--- config.mk ---
export PLATFORM = sky130hd
export DESIGN_NAME = register_file_alu
export DESIGN_NICKNAME = d
export VERILOG_FILES = /design/src/sv/rfa_pkg.sv /design/src/sv/register_file_alu.sv /design/src/sv/rfa_front.sv /design/src/sv/rfa_div.sv /design/src/sv/rfa_back.sv
export SDC_FILE = /design/constraint.sdc
export NUM_CORES = 2
export LEC_CHECK = 0
export BUFFER_PORTS_ARGS = -buffer_cell sky130_fd_sc_hd__buf_2
export CAP_MARGIN = 15
export CORE_ASPECT_RATIO = 1.1
export CORE_MARGIN = 2
export CORE_UTILIZATION = 55
export CTS_BUF_LIST = sky130_fd_sc_hd__clkbuf_4 sky130_fd_sc_hd__clkbuf_8 sky130_fd_sc_hd__clkbuf_16
export DETAILED_ROUTE_END_ITERATION = 16
export PLACE_DENSITY_LB_ADDON = 0.15
export SLEW_MARGIN = 10
export SYNTH_ARGS = -nofsm -noshare
export SYNTH_HDL_FRONTEND = slang
export SYNTH_HIERARCHICAL = 1
export SYNTH_SLANG_ARGS = --single-unit
--- constraint.sdc ---
create_clock -name clk -period 14.2 [get_ports clk]
set_clock_uncertainty 0.05 [all_clocks]
set_input_delay 2.84 -clock clk [delete_from_list [all_inputs] [get_ports clk]]
set_output_delay 2.84 -clock clk [all_outputs]
set_load 0.05 [all_outputs]
--- src/sv/rfa_pkg.sv ---
// Shared types and constants for the register file ALU.
// No dependencies.
`default_nettype none
package rfa_pkg;
  localparam int NumRegsDefault   = 16;
  localparam int DataWidthDefault = 32;
  localparam int ReadWidth        = 32;

  localparam logic [2:0] GRP_ARITH   = 3'd1;
  localparam logic [2:0] GRP_LOGIC   = 3'd2;
  localparam logic [2:0] GRP_SHIFT   = 3'd3;
  localparam logic [2:0] GRP_COMPARE = 3'd4;

  localparam logic [3:0] OP_ADD = 4'd0;
  localparam logic [3:0] OP_SUB = 4'd1;
  localparam logic [3:0] OP_MUL = 4'd2;
  localparam logic [3:0] OP_DIV = 4'd3;
  localparam logic [3:0] OP_INC = 4'd4;
  localparam logic [3:0] OP_DEC = 4'd5;

  localparam logic [3:0] OP_XOR = 4'd0;
  localparam logic [3:0] OP_AND = 4'd1;
  localparam logic [3:0] OP_OR  = 4'd2;
  localparam logic [3:0] OP_NOT = 4'd3;

  localparam logic [3:0] OP_SHR1 = 4'd0;
  localparam logic [3:0] OP_SHL1 = 4'd1;
  localparam logic [3:0] OP_SHRR = 4'd2;
  localparam logic [3:0] OP_SHLR = 4'd3;

  localparam logic [3:0] OP_GT = 4'd0;
  localparam logic [3:0] OP_LT = 4'd1;
  localparam logic [3:0] OP_GE = 4'd2;
  localparam logic [3:0] OP_LE = 4'd3;
  localparam logic [3:0] OP_EQ = 4'd4;
  localparam logic [3:0] OP_NE = 4'd5;

  // Flag bit positions.
  localparam int F_GT = 0;
  localparam int F_LT = 1;
  localparam int F_EQ = 2;
  localparam int F_NE = 3;
  localparam int F_GE = 4;
  localparam int F_LE = 5;

  // Command class decided by the front end.
  typedef enum logic [2:0] {
    K_NONE = 3'b001,
    K_ONE  = 3'b010,
    K_DIV  = 3'b100
  } kind_t;

  // Back end sequencer states.
  typedef enum logic [3:0] {
    S_IDLE = 4'b0001,
    S_READ = 4'b0010,
    S_DIV  = 4'b0100,
    S_OUT  = 4'b1000
  } state_t;
endpackage
`default_nettype wire

--- src/sv/register_file_alu.sv ---
// Each request passes from the queue through the back end states idle, read and out; a
// division by a nonzero divisor also waits in the divide state, where the divider gives one
// quotient bit per cycle. The back end works on one request at a time.
// A two-entry queue lets the front take requests while the back works.
// Synchronous reset clears all registers, the compare flags and the held read value.
`default_nettype none
module register_file_alu
  import rfa_pkg::*;
#(
  parameter int NUM_REGS   = NumRegsDefault,
  parameter int DATA_WIDTH = DataWidthDefault
) (
  input  wire logic        clk,
  input  wire logic        rst,
  input  wire logic        in_valid,
  output logic             in_ready,
  input  wire logic [3:0]  reg_index,
  input  wire logic        reg_write_en,
  input  wire logic [31:0] write_value,
  input  wire logic        reg_read_en,
  input  wire logic [3:0]  first_index,
  input  wire logic [3:0]  second_index,
  input  wire logic [7:0]  func,
  output logic             out_valid,
  input  wire logic        out_ready,
  output logic [31:0]      read_value,
  output logic             greater_flag,
  output logic             less_flag,
  output logic             equal_flag,
  output logic             not_equal_flag,
  output logic             greater_equal_flag,
  output logic             less_equal_flag
);
  localparam int IdxW = $clog2(NUM_REGS);

  logic q_valid, q_ready, q_wen, q_ren;
  logic [IdxW-1:0] q_idx, q_d, q_s;
  logic [DATA_WIDTH-1:0] q_wdata;
  logic [2:0] q_grp;
  logic [3:0] q_op;
  kind_t q_kind;

  // Front end and request queue.
  rfa_front #(.IdxW(IdxW), .DataW(DATA_WIDTH)) u_front (
    .clk, .rst, .in_valid, .in_ready, .reg_index, .reg_write_en, .write_value,
    .reg_read_en, .first_index, .second_index, .func,
    .q_valid, .q_ready, .q_idx, .q_wen, .q_wdata, .q_ren, .q_d, .q_s,
    .q_grp, .q_op, .q_kind
  );

  // Back end with the register file.
  rfa_back #(.NumRegs(NUM_REGS), .IdxW(IdxW), .DataW(DATA_WIDTH)) u_back (
    .clk, .rst, .q_valid, .q_ready, .q_idx, .q_wen, .q_wdata, .q_ren, .q_d, .q_s,
    .q_grp, .q_op, .q_kind, .out_valid, .out_ready, .read_value,
    .greater_flag, .less_flag, .equal_flag, .not_equal_flag,
    .greater_equal_flag, .less_equal_flag
  );
endmodule
`default_nettype wire

--- src/sv/rfa_front.sv ---
// Front end of the register file ALU: accepts requests, classifies them, queues them.
// Depends on rfa_pkg.
`default_nettype none
module rfa_front
  import rfa_pkg::*;
#(
  parameter int IdxW  = 4,
  parameter int DataW = 32
) (
  input  wire logic             clk,
  input  wire logic             rst,
  input  wire logic             in_valid,
  output logic                  in_ready,
  input  wire logic [3:0]       reg_index,
  input  wire logic             reg_write_en,
  input  wire logic [31:0]      write_value,
  input  wire logic             reg_read_en,
  input  wire logic [3:0]       first_index,
  input  wire logic [3:0]       second_index,
  input  wire logic [7:0]       func,
  output logic                  q_valid,
  input  wire logic             q_ready,
  output logic [IdxW-1:0]       q_idx,
  output logic                  q_wen,
  output logic [DataW-1:0]      q_wdata,
  output logic                  q_ren,
  output logic [IdxW-1:0]       q_d,
  output logic [IdxW-1:0]       q_s,
  output logic [2:0]            q_grp,
  output logic [3:0]            q_op,
  output kind_t                 q_kind
);
  localparam int EntW = 3 * IdxW + DataW + 2 + 7 + 3;
  typedef logic [EntW-1:0] ent_t;

  ent_t   ent [2];
  logic   wp, rp;
  logic [1:0] cnt;
  logic   push, pop;
  logic   run;
  logic [2:0] grp;
  logic [3:0] op;
  kind_t  kind;
  logic [IdxW-1:0] i_idx, i_d, i_s;
  logic [DataW-1:0] wdata;

  // Index modulo file depth and data sign extension or truncation.
  always_comb begin
    i_idx = IdxW'(reg_index);
    i_d   = IdxW'(first_index);
    i_s   = IdxW'(second_index);
    wdata = DataW'($signed(write_value));
  end

  // Classify the command.
  always_comb begin
    grp = func[3:1];
    op  = func[7:4];
    run = 1'b0;
    case (grp)
      GRP_ARITH:   run = (op <= OP_DEC);
      GRP_LOGIC:   run = (op <= OP_NOT);
      GRP_SHIFT:   run = (op <= OP_SHLR);
      GRP_COMPARE: run = (op <= OP_NE);
      default:     run = 1'b0;
    endcase
    if (func[0]) run = 1'b0;
    if (!run) kind = K_NONE;
    else if (grp == GRP_ARITH && op == OP_DIV) kind = K_DIV;
    else kind = K_ONE;
  end

  assign in_ready = (cnt != 2'd2);
  assign push = in_valid && in_ready;
  assign q_valid = (cnt != 2'd0);
  assign pop = q_valid && q_ready;

  // Two-entry request queue.
  always_ff @(posedge clk) begin
    if (push) ent[wp] <= {i_idx, reg_write_en, wdata, reg_read_en, i_d, i_s, grp, op, kind};
    if (rst) begin
      wp <= 1'b0;
      rp <= 1'b0;
      cnt <= 2'd0;
    end else begin
      if (push) wp <= ~wp;
      if (pop) rp <= ~rp;
      cnt <= cnt + 2'(push) - 2'(pop);
    end
  end

  assign {q_idx, q_wen, q_wdata, q_ren, q_d, q_s, q_grp, q_op, q_kind} = ent[rp];
endmodule
`default_nettype wire

--- src/sv/rfa_div.sv ---
// Iterative signed divider, one quotient bit per cycle.
// Depends on rfa_pkg.
`default_nettype none
module rfa_div
  import rfa_pkg::*;
#(
  parameter int DataW = 32
) (
  input  wire logic             clk,
  input  wire logic             rst,
  input  wire logic             start,
  input  wire logic [DataW-1:0] a,
  input  wire logic [DataW-1:0] b,
  output logic                  done,
  output logic [DataW-1:0]      quot
);
  localparam int CntW = $clog2(DataW + 1);
  logic [DataW-1:0] rem, q, dvs;
  logic [CntW-1:0]  cnt;
  logic             busy, neg;
  logic [DataW:0]   trial;

  assign trial = {rem, q[DataW-1]} - {1'b0, dvs};

  // Restoring division on magnitudes.
  always_ff @(posedge clk) begin
    if (start) begin
      rem <= '0;
      q   <= a[DataW-1] ? -a : a;
      dvs <= b[DataW-1] ? -b : b;
      neg <= a[DataW-1] ^ b[DataW-1];
    end else if (busy) begin
      if (!trial[DataW]) begin
        rem <= trial[DataW-1:0];
        q   <= {q[DataW-2:0], 1'b1};
      end else begin
        rem <= {rem[DataW-2:0], q[DataW-1]};
        q   <= {q[DataW-2:0], 1'b0};
      end
    end
    if (rst) begin
      busy <= 1'b0;
      cnt  <= '0;
      done <= 1'b0;
    end else begin
      done <= 1'b0;
      if (start) begin
        busy <= 1'b1;
        cnt  <= CntW'(DataW);
      end else if (busy) begin
        cnt <= cnt - 1'b1;
        if (cnt == CntW'(1)) begin
          busy <= 1'b0;
          done <= 1'b1;
        end
      end
    end
  end

  assign quot = neg ? -q : q;
endmodule
`default_nettype wire

--- src/sv/rfa_back.sv ---
// Back end of the register file ALU: register file, execution and result register.
// Depends on rfa_pkg and rfa_div.
`default_nettype none
module rfa_back
  import rfa_pkg::*;
#(
  parameter int NumRegs = 16,
  parameter int IdxW    = 4,
  parameter int DataW   = 32
) (
  input  wire logic             clk,
  input  wire logic             rst,
  input  wire logic             q_valid,
  output logic                  q_ready,
  input  wire logic [IdxW-1:0]  q_idx,
  input  wire logic             q_wen,
  input  wire logic [DataW-1:0] q_wdata,
  input  wire logic             q_ren,
  input  wire logic [IdxW-1:0]  q_d,
  input  wire logic [IdxW-1:0]  q_s,
  input  wire logic [2:0]       q_grp,
  input  wire logic [3:0]       q_op,
  input  wire kind_t            q_kind,
  output logic                  out_valid,
  input  wire logic             out_ready,
  output logic [31:0]           read_value,
  output logic                  greater_flag,
  output logic                  less_flag,
  output logic                  equal_flag,
  output logic                  not_equal_flag,
  output logic                  greater_equal_flag,
  output logic                  less_equal_flag
);
  localparam int ShW = $clog2(DataW);

  logic [DataW-1:0] regs [NumRegs];
  logic [DataW-1:0] held;
  logic [5:0]       flags;
  state_t           state;
  logic [DataW-1:0] a, b, av, bv, res, quot;
  logic [DataW-1:0] prod;
  logic [ShW-1:0]   amt;
  logic             wr_res, lt_ab, lt_ba, eq;
  logic [5:0]       flags_next;
  logic             div_start, div_done;
  logic             take;
  logic [IdxW-1:0]  dest;

  // Operands as seen after the direct write.
  assign av = (q_wen && q_idx == q_d) ? q_wdata : regs[q_d];
  assign bv = (q_wen && q_idx == q_s) ? q_wdata : regs[q_s];

  // The data width is a power of two, so the low bits are the amount modulo the width.
  assign amt   = b[ShW-1:0];
  assign lt_ab = $signed(a) < $signed(b);
  assign lt_ba = $signed(b) < $signed(a);
  assign eq    = (a == b);
  assign prod  = DataW'(a * b);

  // Combinational command result and compare flags for all commands but division.
  always_comb begin
    res = a;
    wr_res = 1'b1;
    flags_next = flags;
    case (q_grp)
      GRP_ARITH: begin
        case (q_op)
          OP_ADD:  res = a + b;
          OP_SUB:  res = a - b;
          OP_MUL:  res = prod;
          OP_INC:  res = a + 1'b1;
          OP_DEC:  res = a - 1'b1;
          default: wr_res = 1'b0;
        endcase
      end
      GRP_LOGIC: begin
        case (q_op)
          OP_XOR:  res = a ^ b;
          OP_AND:  res = a & b;
          OP_OR:   res = a | b;
          OP_NOT:  res = ~a;
          default: wr_res = 1'b0;
        endcase
      end
      GRP_SHIFT: begin
        case (q_op)
          OP_SHR1: res = DataW'($signed(a) >>> 1);
          OP_SHL1: res = a << 1;
          OP_SHRR: res = DataW'($signed(a) >>> amt);
          OP_SHLR: res = a << amt;
          default: wr_res = 1'b0;
        endcase
      end
      GRP_COMPARE: begin
        wr_res = 1'b0;
        case (q_op)
          OP_GT:   flags_next[F_GT] = lt_ba;
          OP_LT:   flags_next[F_LT] = lt_ab;
          OP_GE:   flags_next[F_GE] = !lt_ab;
          OP_LE:   flags_next[F_LE] = !lt_ba;
          OP_EQ:   flags_next[F_EQ] = eq;
          OP_NE:   flags_next[F_NE] = !eq;
          default: flags_next = flags;
        endcase
      end
      default: wr_res = 1'b0;
    endcase
  end

  rfa_div #(.DataW(DataW)) u_div (
    .clk(clk), .rst(rst), .start(div_start), .a(a), .b(b),
    .done(div_done), .quot(quot)
  );

  assign div_start = (state == S_READ) && (q_kind == K_DIV) && (b != '0);
  assign take = (state == S_IDLE) && q_valid;
  assign q_ready = ((state == S_READ) && q_kind != K_DIV) ||
                   ((state == S_READ) && b == '0) || ((state == S_DIV) && div_done);
  assign dest = q_d;

  // Sequencer: direct write and read, then the command.
  always_ff @(posedge clk) begin
    if (take) begin
      a <= av;
      b <= bv;
    end
    if (rst) begin
      state <= S_IDLE;
      held <= '0;
      flags <= '0;
      out_valid <= 1'b0;
      for (int i = 0; i < NumRegs; i++) regs[i] <= '0;
    end else begin
      if (out_valid && out_ready) out_valid <= 1'b0;
      case (state)
        S_IDLE: begin
          if (q_valid && (!out_valid || out_ready)) begin
            if (q_wen) regs[q_idx] <= q_wdata;
            if (q_ren) held <= q_wen ? q_wdata : regs[q_idx];
            state <= S_READ;
          end
        end
        S_READ: begin
          if (q_kind == K_ONE) begin
            if (wr_res) regs[dest] <= res;
            flags <= flags_next;
          end
          if (div_start) state <= S_DIV;
          else state <= S_OUT;
        end
        S_DIV: begin
          if (div_done) begin
            regs[dest] <= quot;
            state <= S_OUT;
          end
        end
        S_OUT: begin
          out_valid <= 1'b1;
          state <= S_IDLE;
        end
        default: state <= S_IDLE;
      endcase
    end
  end

  assign read_value         = 32'($signed(held));
  assign greater_flag       = flags[F_GT];
  assign less_flag          = flags[F_LT];
  assign equal_flag         = flags[F_EQ];
  assign not_equal_flag     = flags[F_NE];
  assign greater_equal_flag = flags[F_GE];
  assign less_equal_flag    = flags[F_LE];
endmodule
`default_nettype wire

==> reports/metrics.csv <==
stage,metric,value,unit
run_status,failing checks,max-capacitance violations,
sta,final setup fails,0,
cts,post-CTS setup buffers,0,
synthesis,Post-synth EDFFs,753,
place,IO buf count,97,
synthesis,sequential share of the synthesized area,0.327,
critical_path,Top Family by Delay on Critical Path,adder cells,
sta,PnR worst setup slack,3.98,ns
critical_path,"most used cell, CP",fa_1,
global_route,Total GRT Usage,0.442,
run_status,status,finished with violations,
cells_and_area,ratio of cells with drive above 1 in the final layout,0.188,
synthesis,leading post-synthesis cells by cell area,"edfxtp_1 30%, mux4_2 17%, fa_1 11%",
die,Core Footprint,134000,um2
routing,DR WL met2,136000,um
die,I/O Pins,98,
cts,maximum clock path buffer count,3,
critical_path,Required @ worst endpoint,14.62,ns
sta,Slew Limit Fails,0,
critical_path,Worst path depth,24,
synthesis,Netlist cell types,108,
critical_path,Worst Path Max Fanout,17,
routing,met3 routed WL,41000,um
routing,DRC viols,0,
die,Starting Density,0.555,
synthesis,Post-Syn Area,74500,um2
synthesis,Seq cells post-synth,841,
synthesis,Cells after Synth,6806,
critical_path,CP startpoint kind,flop,
global_route,initial antenna violation count,26,
routing,DR top layer,met5,
critical_path,FF-to-FF path depth,24,
sta,measured slew at the worst slew-check pin,1.42,ns
sta,highest clock rate,0.0978,GHz
hold_path,hold path cells,2,
sta,final hold vios,0,
synthesis,Most used DFF post-synth,edfxtp_1,
synthesis,syn nets,7597,
cts,PostCTS Resize Cnt,0,
sta,setup TNS,0,ns
die,Chip Height,390,um
cells_and_area,Area Overhead vs Synth,7.50,%
critical_path,crit end category,flop,
cts,Clock Pin Slew Worst Setup and Hold Paths,0.07,ns
job,maxcap violations,1,
place,DP Area,76800,um2
routing,Initial DRT Pass Iterations,7,
cts,Clock Root Buffer,clkbuf_16,
global_route,vias in the first global route,60200,
sta,RSZ-0062 raised after global routing,no,
cells_and_area,final instance area,80000,um2
cts,# hold bufs at CTS,0,
cells_and_area,nets,7471,
routing,WL/cell,35.8,um
routing,Post-Route M1 WL,101000,um
synthesis,"area leader, netlist",edfxtp_1,
routing,vias after detailed routing,61000,
global_route,first-pass GRT wire length,434000,um
cts,clk sink count,841,
synthesis,Yosys top cell area share,0.304,
synthesis,Avg Inst Size Synth,10.9,um2
hold_path,Hold WC Path Type,reg -> reg,
cts,CTS tree,built,
cells_and_area,Non-Filler Instances,8553,
place,DP Worst Slack,4.43,ns
synthesis,Commonest cells post-synth,"1,148 x nor2_1, 753 x edfxtp_1, 558 x mux4_2",
routing,final wirelength,307000,um
synthesis,Synth async-reset ratio,0,
synthesis,Syn. warnings,6,
critical_path,CP arrival,10.64,ns
sta,Tmin final,10.22,ns
global_route,grt total ovfl,0,
critical_path,WP buf/inv,4,
critical_path,CP Class,reg -> reg,
die,Rows,141,
place,detailed placement HPWL,206000,um
routing,number of DRC markers in iteration 0,9031,
die,Die Area,138000,um2
critical_path,"Largest stage delay, worst path",0.97,ns
sta,Tcrit/Tclk final,0.720,
critical_path,crit-path cells,"clkinv_1, buf_4, nor2_1, fa_1, fa_1, fa_1, inv_1, fa_1, inv_1, fa_1, fa_1, fa_1, fa_1, ha_1, a21oi_1, o21ai_0, a31o_2, nor3_1, a21oi_1, o22ai_1, xnor2_1, a221oi_1, o41a_1, nor2_1",
sta,Rel. slew slack,0.0277,
cells_and_area,# fillers,11200,
synthesis,most common cell in the netlist,nor2_1,
cts,clock latency on the worst-skew pair,0.76,ns
routing,ANT nets after route,0,
die,Die X,355,um
routing,Via density,7.14,
place,placed insts,8371,
cts,htree depth,3,
place,RePlAce Congestion,1.06,
cts,total CTS buffers,90,
critical_path,"Slowest-stage cell, CP",nor3_1,
global_route,largest net degree at the start of global routing,82,
kinds of logic (layout without fill, tap and decap cells):
group,Yosys count,after routing,share of synthesized area
fa+ha+maj,733,733,0.165
flops,841,841,0.327
xor+xnor,277,277,0.0328
compound gates,1026,1026,0.0922
other cells,0,10,0
buf+inv,1071,1021,0.0571
simple gates,2046,2046,0.119
mux,812,812,0.207
state kept, by name, summed over array words and instances (netlist names), 32 cells and up, named ones only:
| name | cells |
|---|---|
| u_back/regs | 512 |
| u_front/ent | 112 |
| u_back/read_value | 32 |
| u_back/b | 32 |
| u_back/u_div/rem | 32 |
| u_back/a | 32 |
| u_back/u_div/dvs | 32 |
| u_back/u_div/q | 32 |
per-layer routing:
metal  vias up  track usage
met3      1428        0.132
met1     30300        0.531
li1      24300            -
met2      4931        0.673
met5         -            0
met4        28        0.331
cells in the final DEF (no fill, tap or decap), drive strengths merged, types with 207 or more instances in the layout:
cell,n
fa,411
inv,545
ha,322
mux4,558
nand2,431
nor2,1148
o21ai,207
edfxtp,753
a21oi,254
buf,302
tightest hold or removal path, delay by kind of cell (launching register included):
family | cells | cell delay (ns)
simple gates | 1 | 0.05
compound gates | 1 | 0.06
flops | 1 | 0.31
area by class of cell:
type | instances | area, um2 | area share
multi-input combinational | 4894 | 46100 | 0.576
sequential | 841 | 24400 | 0.305
clock buffer | 113 | 2440 | 0.0305
tap | 1787 | 2240 | 0.0279
timing repair buffer | 304 | 2080 | 0.0260
inverter | 549 | 2060 | 0.0257
clock inverter | 55 | 701 | 0.00875
antenna | 10 | 25.0 | 0.000313
worst paths after layout:
check	to	slack [ns]	from
worst max-delay path	u_back/regs[6][25]	3.98	u_back/b[5]
worst min-delay path	u_back/read_value[4]	0.42	u_back/read_value[4]
worst max register to register	u_back/regs[6][25]	3.98	u_back/b[5]
worst min register to register	u_back/read_value[4]	0.42	u_back/read_value[4]
metrics by stage:
step | utilization | hold slack [ns]
floorplan | - | 0.410
global placement | 0.572 | 0.397
detailed placement | 0.572 | 0.402
CTS | 0.596 | 0.421
global route | 0.596 | 0.445
finish | 0.596 | 0.421
Power is not shown: default switching activity piles up to over one toggle a cycle in this logic, so the estimate is an artifact.
